$ cat config.mk
export PLATFORM = sky130hd
export DESIGN_NAME = rectangle_frame_pixel_generator_core
export DESIGN_NICKNAME = d
export VERILOG_FILES = /design/src/rtl/rfpg_pkg.sv /design/src/rtl/rfpg_step.sv /design/src/rtl/rectangle_frame_pixel_generator_core.sv
export SDC_FILE = /design/constraint.sdc
export NUM_CORES = 1
export LEC_CHECK = 0
export BUFFER_PORTS_ARGS = -buffer_cell sky130_fd_sc_hd__buf_2
export CAP_MARGIN = 20
export CORE_AREA = 2 2 172 174
export DETAILED_ROUTE_END_ITERATION = 8
export DIE_AREA = 0 0 174 176
export PLACE_DENSITY = 0.79
export SYNTH_ARGS = -nofsm -noshare
export SYNTH_HDL_FRONTEND = slang
export SYNTH_SLANG_ARGS = --single-unit
$ cat constraint.sdc
create_clock -name i_clk -period 5.7 [get_ports i_clk]
set_clock_uncertainty 0.1 [all_clocks]
set_input_delay 0.855 -clock i_clk [delete_from_list [all_inputs] [get_ports i_clk]]
set_output_delay 0.855 -clock i_clk [all_outputs]
set_load 0.1 [all_outputs]
$ cat src/rtl/rfpg_pkg.sv
// ---------------------------------------------------------------------------
// rfpg_pkg: shared types and constants of the rectangle frame pixel generator
// Widths, register indexes, opcodes and the state/config/result structs.
// ---------------------------------------------------------------------------
package rfpg_pkg;

    localparam int COORD_BITS   = 12;
    localparam int THICK_BITS   = 8;
    localparam int COLOR_BITS   = 24;
    localparam int CFG_IDX_BITS = 2;
    localparam int CFG_DATA_BITS = COLOR_BITS;

    // compare width that holds coordinate + thickness without overflow
    localparam int SUM_BITS =
        ((COORD_BITS > THICK_BITS) ? COORD_BITS : THICK_BITS) + 1;

    localparam int IN_DATA_BITS  = ((2 * COORD_BITS + 7) / 8) * 8;
    localparam int OUT_DATA_BITS = ((2 * COORD_BITS + COLOR_BITS + 7) / 8) * 8;

    localparam logic OP_START = 1'b0;
    localparam logic OP_NEXT  = 1'b1;

    typedef enum logic [CFG_IDX_BITS-1:0] {
        CFG_ANCHOR_X   = 2'd0,
        CFG_ANCHOR_Y   = 2'd1,
        CFG_THICKNESS  = 2'd2,
        CFG_DRAW_COLOR = 2'd3
    } t_cfg_idx;

    typedef struct packed {
        logic [COORD_BITS-1:0] anchor_x;
        logic [COORD_BITS-1:0] anchor_y;
        logic [THICK_BITS-1:0] thickness;
        logic [COLOR_BITS-1:0] draw_color;
    } t_cfg;

    typedef struct packed {
        logic                  active;
        logic                  step_x_neg;
        logic                  step_y_neg;
        logic [COORD_BITS-1:0] span_x;
        logic [COORD_BITS-1:0] span_y;
        logic [COORD_BITS-1:0] row;
        logic [COORD_BITS-1:0] col;
    } t_frame;

    typedef struct packed {
        logic                  pixel_valid;
        logic [COORD_BITS-1:0] pixel_x;
        logic [COORD_BITS-1:0] pixel_y;
        logic [COLOR_BITS-1:0] pixel_color;
        logic                  last_pixel;
    } t_result;

endpackage

$ cat src/rtl/rfpg_step.sv
// ---------------------------------------------------------------------------
// rfpg_step: one-item frame step
// Combinational next frame state and result for one start or next item.
// ---------------------------------------------------------------------------
module rfpg_step
    import rfpg_pkg::*;
(
    input  t_frame                i_frame,
    input  t_cfg                  i_cfg,
    input  logic                  i_op,
    input  logic [COORD_BITS-1:0] i_corner_x,
    input  logic [COORD_BITS-1:0] i_corner_y,
    output t_frame                o_frame,
    output t_result               o_result
);

    logic                  neg_x;
    logic                  neg_y;
    logic [COORD_BITS-1:0] start_span_x;
    logic [COORD_BITS-1:0] start_span_y;
    logic [COORD_BITS-1:0] col_inc;
    logic [SUM_BITS-1:0]   e_row;
    logic [SUM_BITS-1:0]   e_col;
    logic [SUM_BITS-1:0]   e_span_x;
    logic [SUM_BITS-1:0]   e_span_y;
    logic [SUM_BITS-1:0]   e_thick;
    logic [SUM_BITS-1:0]   jump_col;
    logic                  thick_zero;
    logic                  col_wrap;
    logic                  interior;
    logic                  row_more;

    always_comb begin
        neg_x        = !(i_corner_x > i_cfg.anchor_x);
        neg_y        = !(i_corner_y > i_cfg.anchor_y);
        start_span_x = neg_x ? (i_cfg.anchor_x - i_corner_x) : (i_corner_x - i_cfg.anchor_x);
        start_span_y = neg_y ? (i_cfg.anchor_y - i_corner_y) : (i_corner_y - i_cfg.anchor_y);

        col_inc    = i_frame.col + 1'b1;
        e_row      = SUM_BITS'(i_frame.row);
        e_col      = SUM_BITS'(col_inc);
        e_span_x   = SUM_BITS'(i_frame.span_x);
        e_span_y   = SUM_BITS'(i_frame.span_y);
        e_thick    = SUM_BITS'(i_cfg.thickness);
        thick_zero = (i_cfg.thickness == '0);
        col_wrap   = (col_inc >= i_frame.span_x);
        interior   = (e_row >= e_thick) && ((e_row + e_thick) <= e_span_y) &&
                     (e_col >= e_thick) && ((e_col + e_thick) <= e_span_x);
        jump_col   = e_span_x - e_thick + SUM_BITS'(1);
        row_more   = ((e_row + SUM_BITS'(1)) < e_span_y);
    end

    always_comb begin
        o_frame  = i_frame;
        o_result = '0;
        if (i_op == OP_START) begin
            o_frame.step_x_neg = neg_x;
            o_frame.step_y_neg = neg_y;
            o_frame.span_x     = start_span_x;
            o_frame.span_y     = start_span_y;
            o_frame.row        = '0;
            o_frame.col        = '0;
            // the corner pixel is never interior once thickness is nonzero
            o_frame.active     = (start_span_x != '0) && (start_span_y != '0) && !thick_zero;
            o_result.last_pixel = !o_frame.active;
        end else if (!i_frame.active) begin
            o_result.last_pixel = 1'b1;
        end else begin
            o_result.pixel_valid = 1'b1;
            o_result.pixel_x = i_frame.step_x_neg ? (i_cfg.anchor_x - i_frame.col)
                                                  : (i_cfg.anchor_x + i_frame.col);
            o_result.pixel_y = i_frame.step_y_neg ? (i_cfg.anchor_y - i_frame.row)
                                                  : (i_cfg.anchor_y + i_frame.row);
            o_result.pixel_color = i_cfg.draw_color;

            // each item takes at most one interior jump or one row wrap, never both
            if (thick_zero) begin
                o_frame.active = 1'b0;
            end else if (col_wrap || (interior && (i_cfg.thickness == THICK_BITS'(1)))) begin
                o_frame.row    = i_frame.row + 1'b1;
                o_frame.col    = '0;
                o_frame.active = row_more;
            end else if (interior) begin
                o_frame.col = jump_col[COORD_BITS-1:0];
            end else begin
                o_frame.col = col_inc;
            end
            o_result.last_pixel = !o_frame.active;
        end
    end

endmodule

$ cat src/rtl/rectangle_frame_pixel_generator_core.sv
// ---------------------------------------------------------------------------
// rectangle_frame_pixel_generator_core: rectangle frame pixel generator
// Scans the border pixels of a rectangle between a fixed anchor and a
// dragged corner, one result item per input item.
//
//   channel   dir  handshake              payload
//   s_axis    in   tvalid / tready        tuser = op, tdata = corner_x, corner_y
//   m_axis    out  tvalid / tready        tuser = pixel_valid, tlast = last_pixel,
//                                         tdata = pixel_x, pixel_y, pixel_color
//   cfg       in   i_cfg_we (no wait)     i_cfg_idx, i_cfg_wdata
//
// One item per cycle while the skid register is empty: the frame step is a single
// combinational pass from the frame state register into the output register.
// A skid register behind the output takes one item during an m_axis stall;
// s_axis_tready drops only while the skid register is full.
// Reset (synchronous, active low) leaves the frame idle and both output
// registers empty; thickness resets to 1, the other registers to 0.
// ---------------------------------------------------------------------------
module rectangle_frame_pixel_generator_core
    import rfpg_pkg::*;
(
    input  logic                     i_clk,
    input  logic                     i_rst_n,
    // config write port
    input  logic                     i_cfg_we,
    input  logic [CFG_IDX_BITS-1:0]  i_cfg_idx,
    input  logic [CFG_DATA_BITS-1:0] i_cfg_wdata,
    // input items
    input  logic                     s_axis_tvalid,
    output logic                     s_axis_tready,
    input  logic [IN_DATA_BITS-1:0]  s_axis_tdata,  // corner_x, corner_y
    input  logic                     s_axis_tuser,  // op
    // result items
    output logic                     m_axis_tvalid,
    input  logic                     m_axis_tready,
    output logic [OUT_DATA_BITS-1:0] m_axis_tdata,  // pixel_x, pixel_y, pixel_color
    output logic                     m_axis_tuser,  // pixel_valid
    output logic                     m_axis_tlast   // last_pixel
);

    t_cfg    r_cfg;
    t_frame  r_frame;
    t_frame  n_frame;
    t_result n_result;
    t_result r_out;
    t_result r_skid;
    logic    r_out_valid;
    logic    r_skid_valid;
    logic    in_accept;
    logic    out_free;

    // config registers
    always_ff @(posedge i_clk) begin
        if (!i_rst_n) begin
            r_cfg.anchor_x   <= '0;
            r_cfg.anchor_y   <= '0;
            r_cfg.thickness  <= THICK_BITS'(1);
            r_cfg.draw_color <= '0;
        end else if (i_cfg_we) begin
            case (t_cfg_idx'(i_cfg_idx))
                CFG_ANCHOR_X:   r_cfg.anchor_x   <= i_cfg_wdata[COORD_BITS-1:0];
                CFG_ANCHOR_Y:   r_cfg.anchor_y   <= i_cfg_wdata[COORD_BITS-1:0];
                CFG_THICKNESS:  r_cfg.thickness  <= i_cfg_wdata[THICK_BITS-1:0];
                CFG_DRAW_COLOR: r_cfg.draw_color <= i_cfg_wdata[COLOR_BITS-1:0];
                default: ;
            endcase
        end
    end

    rfpg_step u_step (
        .i_frame    (r_frame),
        .i_cfg      (r_cfg),
        .i_op       (s_axis_tuser),
        .i_corner_x (s_axis_tdata[COORD_BITS-1:0]),
        .i_corner_y (s_axis_tdata[2*COORD_BITS-1:COORD_BITS]),
        .o_frame    (n_frame),
        .o_result   (n_result)
    );

    assign s_axis_tready = !r_skid_valid;
    assign in_accept     = s_axis_tvalid && s_axis_tready;
    assign out_free      = !r_out_valid || m_axis_tready;

    always_ff @(posedge i_clk) begin
        if (!i_rst_n) begin
            r_frame <= '0;
        end else if (in_accept) begin
            r_frame <= n_frame;
        end
    end

    // output register with skid stage
    always_ff @(posedge i_clk) begin
        if (!i_rst_n) begin
            r_out_valid  <= 1'b0;
            r_skid_valid <= 1'b0;
        end else if (out_free) begin
            if (r_skid_valid) begin
                r_out_valid  <= 1'b1;
                r_skid_valid <= 1'b0;
            end else begin
                r_out_valid <= in_accept;
            end
        end else if (in_accept) begin
            r_skid_valid <= 1'b1;
        end
    end

    always_ff @(posedge i_clk) begin
        if (out_free) begin
            // drain the skid item first; a new item cannot arrive then
            r_out <= r_skid_valid ? r_skid : n_result;
        end else if (in_accept) begin
            r_skid <= n_result;
        end
    end

    assign m_axis_tvalid = r_out_valid;
    assign m_axis_tuser  = r_out.pixel_valid;
    assign m_axis_tlast  = r_out.last_pixel;
    assign m_axis_tdata  = OUT_DATA_BITS'({r_out.pixel_color, r_out.pixel_y, r_out.pixel_x});

    a_skid_needs_out: assert property (@(posedge i_clk) disable iff (!i_rst_n)
        r_skid_valid |-> r_out_valid)
        else $error("skid register full while output register empty");

    a_active_spans: assert property (@(posedge i_clk) disable iff (!i_rst_n)
        r_frame.active |-> (r_frame.span_x != '0) && (r_frame.span_y != '0))
        else $error("frame active with an empty span");

    a_active_in_range: assert property (@(posedge i_clk) disable iff (!i_rst_n)
        r_frame.active |-> (r_frame.col < r_frame.span_x) && (r_frame.row < r_frame.span_y))
        else $error("frame position outside the rectangle");

    a_stall_holds_skid: assert property (@(posedge i_clk) disable iff (!i_rst_n)
        (r_skid_valid && r_out_valid && !m_axis_tready) |=> r_skid_valid)
        else $error("skid item lost during output stall");

endmodule
==> qor.csv <==
metric;value;unit
wl;38400;um
grt_max_degree;61;
synth_flop_cell;dfxtp_1;
critPathKind;flip-flop to flip-flop;
ctsHoldBuffers;0;
gp_congestion;0.919;
fin_crit;5.16;ns
cts.sink_count;209;
max_stage_delay;0.50;ns
core-area;0.0285;mm2
syn_area_per_cell;8.83;um2
ios;108;
die_w;174;um
rsz0062_at_grt;no;
cp-end-kind;flip-flop;
via_count;12400;
ys_ff_latch;209;
cts_setup_buffers;0;
drive_gt1_frac;0.123;
chipHeight;176;um
antenna_cells;0;
io_buffers;107;
max_slew_margin;0.287;
cts_tree;yes;
firstDrtPassIters;5;
p_per_area;271;mW/mm2
clock_path_buffers;3;
final_nets;1963;
row_count;62;
synth-edff-count;100;
critPathBufInv;1;
yosysSeqAreaShare;0.351;
dpl-instance-area;0.0155;mm2
grt_pass1_wl;61800;um
worst_ep_arrival_time;5.45;ns
viasPerCell;5.83;
n_fill_cell;2441;
worstPathMaxFanout;12;
wl_per_cell;18.0;um
fmax;194;MHz
max-cap-violations;0;
min_path_type;flip-flop to flip-flop;
drtAntennaViolNets;0;
grtUsageTotal;0.247;
path_delay_family;compound AO/OA/AOI/OAI gates;
finalSetupTns;0;ns
critical_path.cell_chain;ha_2 -> xor2_1 -> ha_1 -> nand2b_1 -> a21oi_1 -> nor2_1 -> o31a_1 -> a221o_1 -> xor2_1 -> ha_1 -> a21o_1 -> a21oi_1 -> nand2_1 -> o21ai_0 -> a31oi_1 -> nor4_2 -> nand4_1 -> o21ai_1 -> buf_4 -> nand2_1 -> o41ai_1;
fin_crit_sh;0.905;
cts-buffers-inserted;22;
status;complete, no violations;
ys_warn_count;0;
h-tree-depth;1;
vdd_drop_max;0.204;mV
critPathLaunchType;flip-flop;
antenna_found_initial;0;
cellLeakagePower;7.04;nW
post_cts_resized;0;
critical_path.slowest_cell;dfxtp_1;
final_area;0.0163;mm2
initial_core_util;0.517;
syn-num-nets;1906;
grt_overflow;0;
synth-async-reset-ratio;0;
synth_cell_types;73;
dpl.hpwl;29300;um
hold_viol_final;0;
syn_area;0.0148;mm2
setup_viol;0;
cts.clk_slew.worst_paths;0.06;ns
final-max-slew-violation-count;0;
netlist_instances;1671;
clock_latency;0.50;ns
drt_iter0_markers;1247;
cp_data_required_time;5.99;ns
dieArea;0.0306;mm2
tightest_slew;1.07;ns
grt_pass1_vias;11900;
cts_root_buffer;clkbuf_16;
syn2layout_area_growth;10.4;%
route.detailed.drc;0;
area by class of cell:
class | count | area, um2 | area share
clock buffers | 29 | 598 | 0.0367
inverters | 122 | 458 | 0.0281
multi-input cells | 1254 | 8770 | 0.539
flip-flops and latches | 209 | 5190 | 0.319
well taps | 384 | 480 | 0.0295
repair buffers | 119 | 626 | 0.0384
clock inverters | 11 | 161 | 0.00991
cell usage after synthesis (all sizes together) (7+ instances only):
cell | n | share of area
a211oi | 28 | 0.014
a21boi | 7 | 0.0036
a21o | 30 | 0.015
a21oi | 141 | 0.048
a31oi | 14 | 0.0070
and2 | 8 | 0.0034
and3 | 35 | 0.015
buf | 21 | 0.0080
clkbuf | 65 | 0.017
dfxtp | 109 | 0.15
edfxtp | 100 | 0.20
fa | 9 | 0.012
ha | 170 | 0.14
inv | 122 | 0.031
mux2 | 38 | 0.029
mux2i | 22 | 0.015
nand2 | 172 | 0.044
nand2b | 20 | 0.0085
nand3 | 37 | 0.013
nand3b | 8 | 0.0041
nand4 | 19 | 0.0081
nor2 | 153 | 0.039
nor2b | 21 | 0.0089
nor3 | 23 | 0.0078
nor4 | 10 | 0.0053
o211ai | 11 | 0.0056
o21a | 17 | 0.0087
o21ai | 70 | 0.024
o21bai | 13 | 0.0066
o31ai | 15 | 0.0076
xnor2 | 66 | 0.039
xor2 | 32 | 0.019
state kept, by name, summed over array words and instances, names as in the netlist:
name,flops
r_cfg,56
r_frame,51
m_axis_tlast,1
m_axis_tuser,1
r_skid,50
r_skid_valid,1
m_axis_tdata,48
m_axis_tvalid,1
power breakdown:
group          switching, mW  internal, mW  leakage, nW
logic                  0.812         0.403         4.77
clock network          0.581         0.922        0.372
registers             0.0517          1.65         1.89
cell usage in the layout (no fill, tap or decap), types with 8 or more instances in the layout:
master | Yosys | routed
a211oi_1 | 28 | 28
a21o_1 | 30 | 30
a21oi_1 | 140 | 140
a31oi_1 | 13 | 13
and3_1 | 35 | 35
buf_2 | 13 | 107
buf_4 | 0 | 12
clkbuf_16 | 0 | 23
dfxtp_1 | 109 | 108
edfxtp_1 | 100 | 100
fa_1 | 9 | 9
ha_1 | 170 | 169
inv_1 | 121 | 120
mux2_2 | 37 | 37
mux2i_1 | 22 | 22
nand2_1 | 171 | 171
nand2b_1 | 20 | 19
nand3_1 | 37 | 37
nand3b_1 | 8 | 8
nand4_1 | 19 | 19
nor2_1 | 152 | 150
nor2b_1 | 21 | 21
nor3_1 | 23 | 23
nor4_1 | 9 | 8
o211ai_1 | 11 | 11
o21a_1 | 17 | 17
o21ai_0 | 62 | 62
o21bai_1 | 13 | 13
o31ai_1 | 15 | 15
xnor2_1 | 66 | 66
xor2_1 | 32 | 32
per-layer routing:
metal | share of wire | global-route usage | vias to the layer above
met4 | 0.037 | 0.0917 | 0
met5 | 0 | 0 | -
met2 | 0.45 | 0.404 | 508
li1 | - | - | 5995
met3 | 0.073 | 0.0306 | 86
met1 | 0.44 | 0.338 | 5823
cell families after synthesis:
group                    count (synthesis)  synth area share
buffers and inverters                  208            0.0556
AND/OR/NAND/NOR                        524             0.166
flip-flops                             209             0.351
adder cells (fa/ha/maj)                179             0.156
multiplexers                            60            0.0439
XOR/XNOR                                98            0.0582
AO/OA/AOI/OAI                          393             0.169
final timing paths:
check	from	end	cells after the start	slack [ns]
max	r_frame[1]	r_frame[19]	21	0.54
min	r_cfg[7]	r_cfg[7]	2	0.35
max reg2reg	r_frame[1]	r_frame[19]	21	0.54
min reg2reg	r_cfg[7]	r_cfg[7]	2	0.35
worst register-to-register path: cells and delay by family, from the launching register on:
| kind | cells | cell delay (ns) |
|---|---|---|
| compound gates | 9 | 1.79 |
| flops | 1 | 0.50 |
| simple gates | 6 | 1.01 |
| buf+inv | 1 | 0.20 |
| xor+xnor | 2 | 0.43 |
| fa+ha+maj | 3 | 1.01 |
per-stage QoR:
stage	std cells	hold WS [ns]	utilization	setup WS, ns	power (mW)
2_1_floorplan	1671	0.332	-	0.490	2.66
3_3_place_gp	2088	0.337	0.543	0.603	2.90
3_5_place_dp	2088	0.344	0.543	0.413	2.93
5_1_grt	2128	0.371	0.570	0.0742	4.61
6_report	2128	0.350	0.570	0.540	4.42
4_1_cts	2128	0.352	0.570	0.358	4.43
Power figures use the tool's default switching activity.
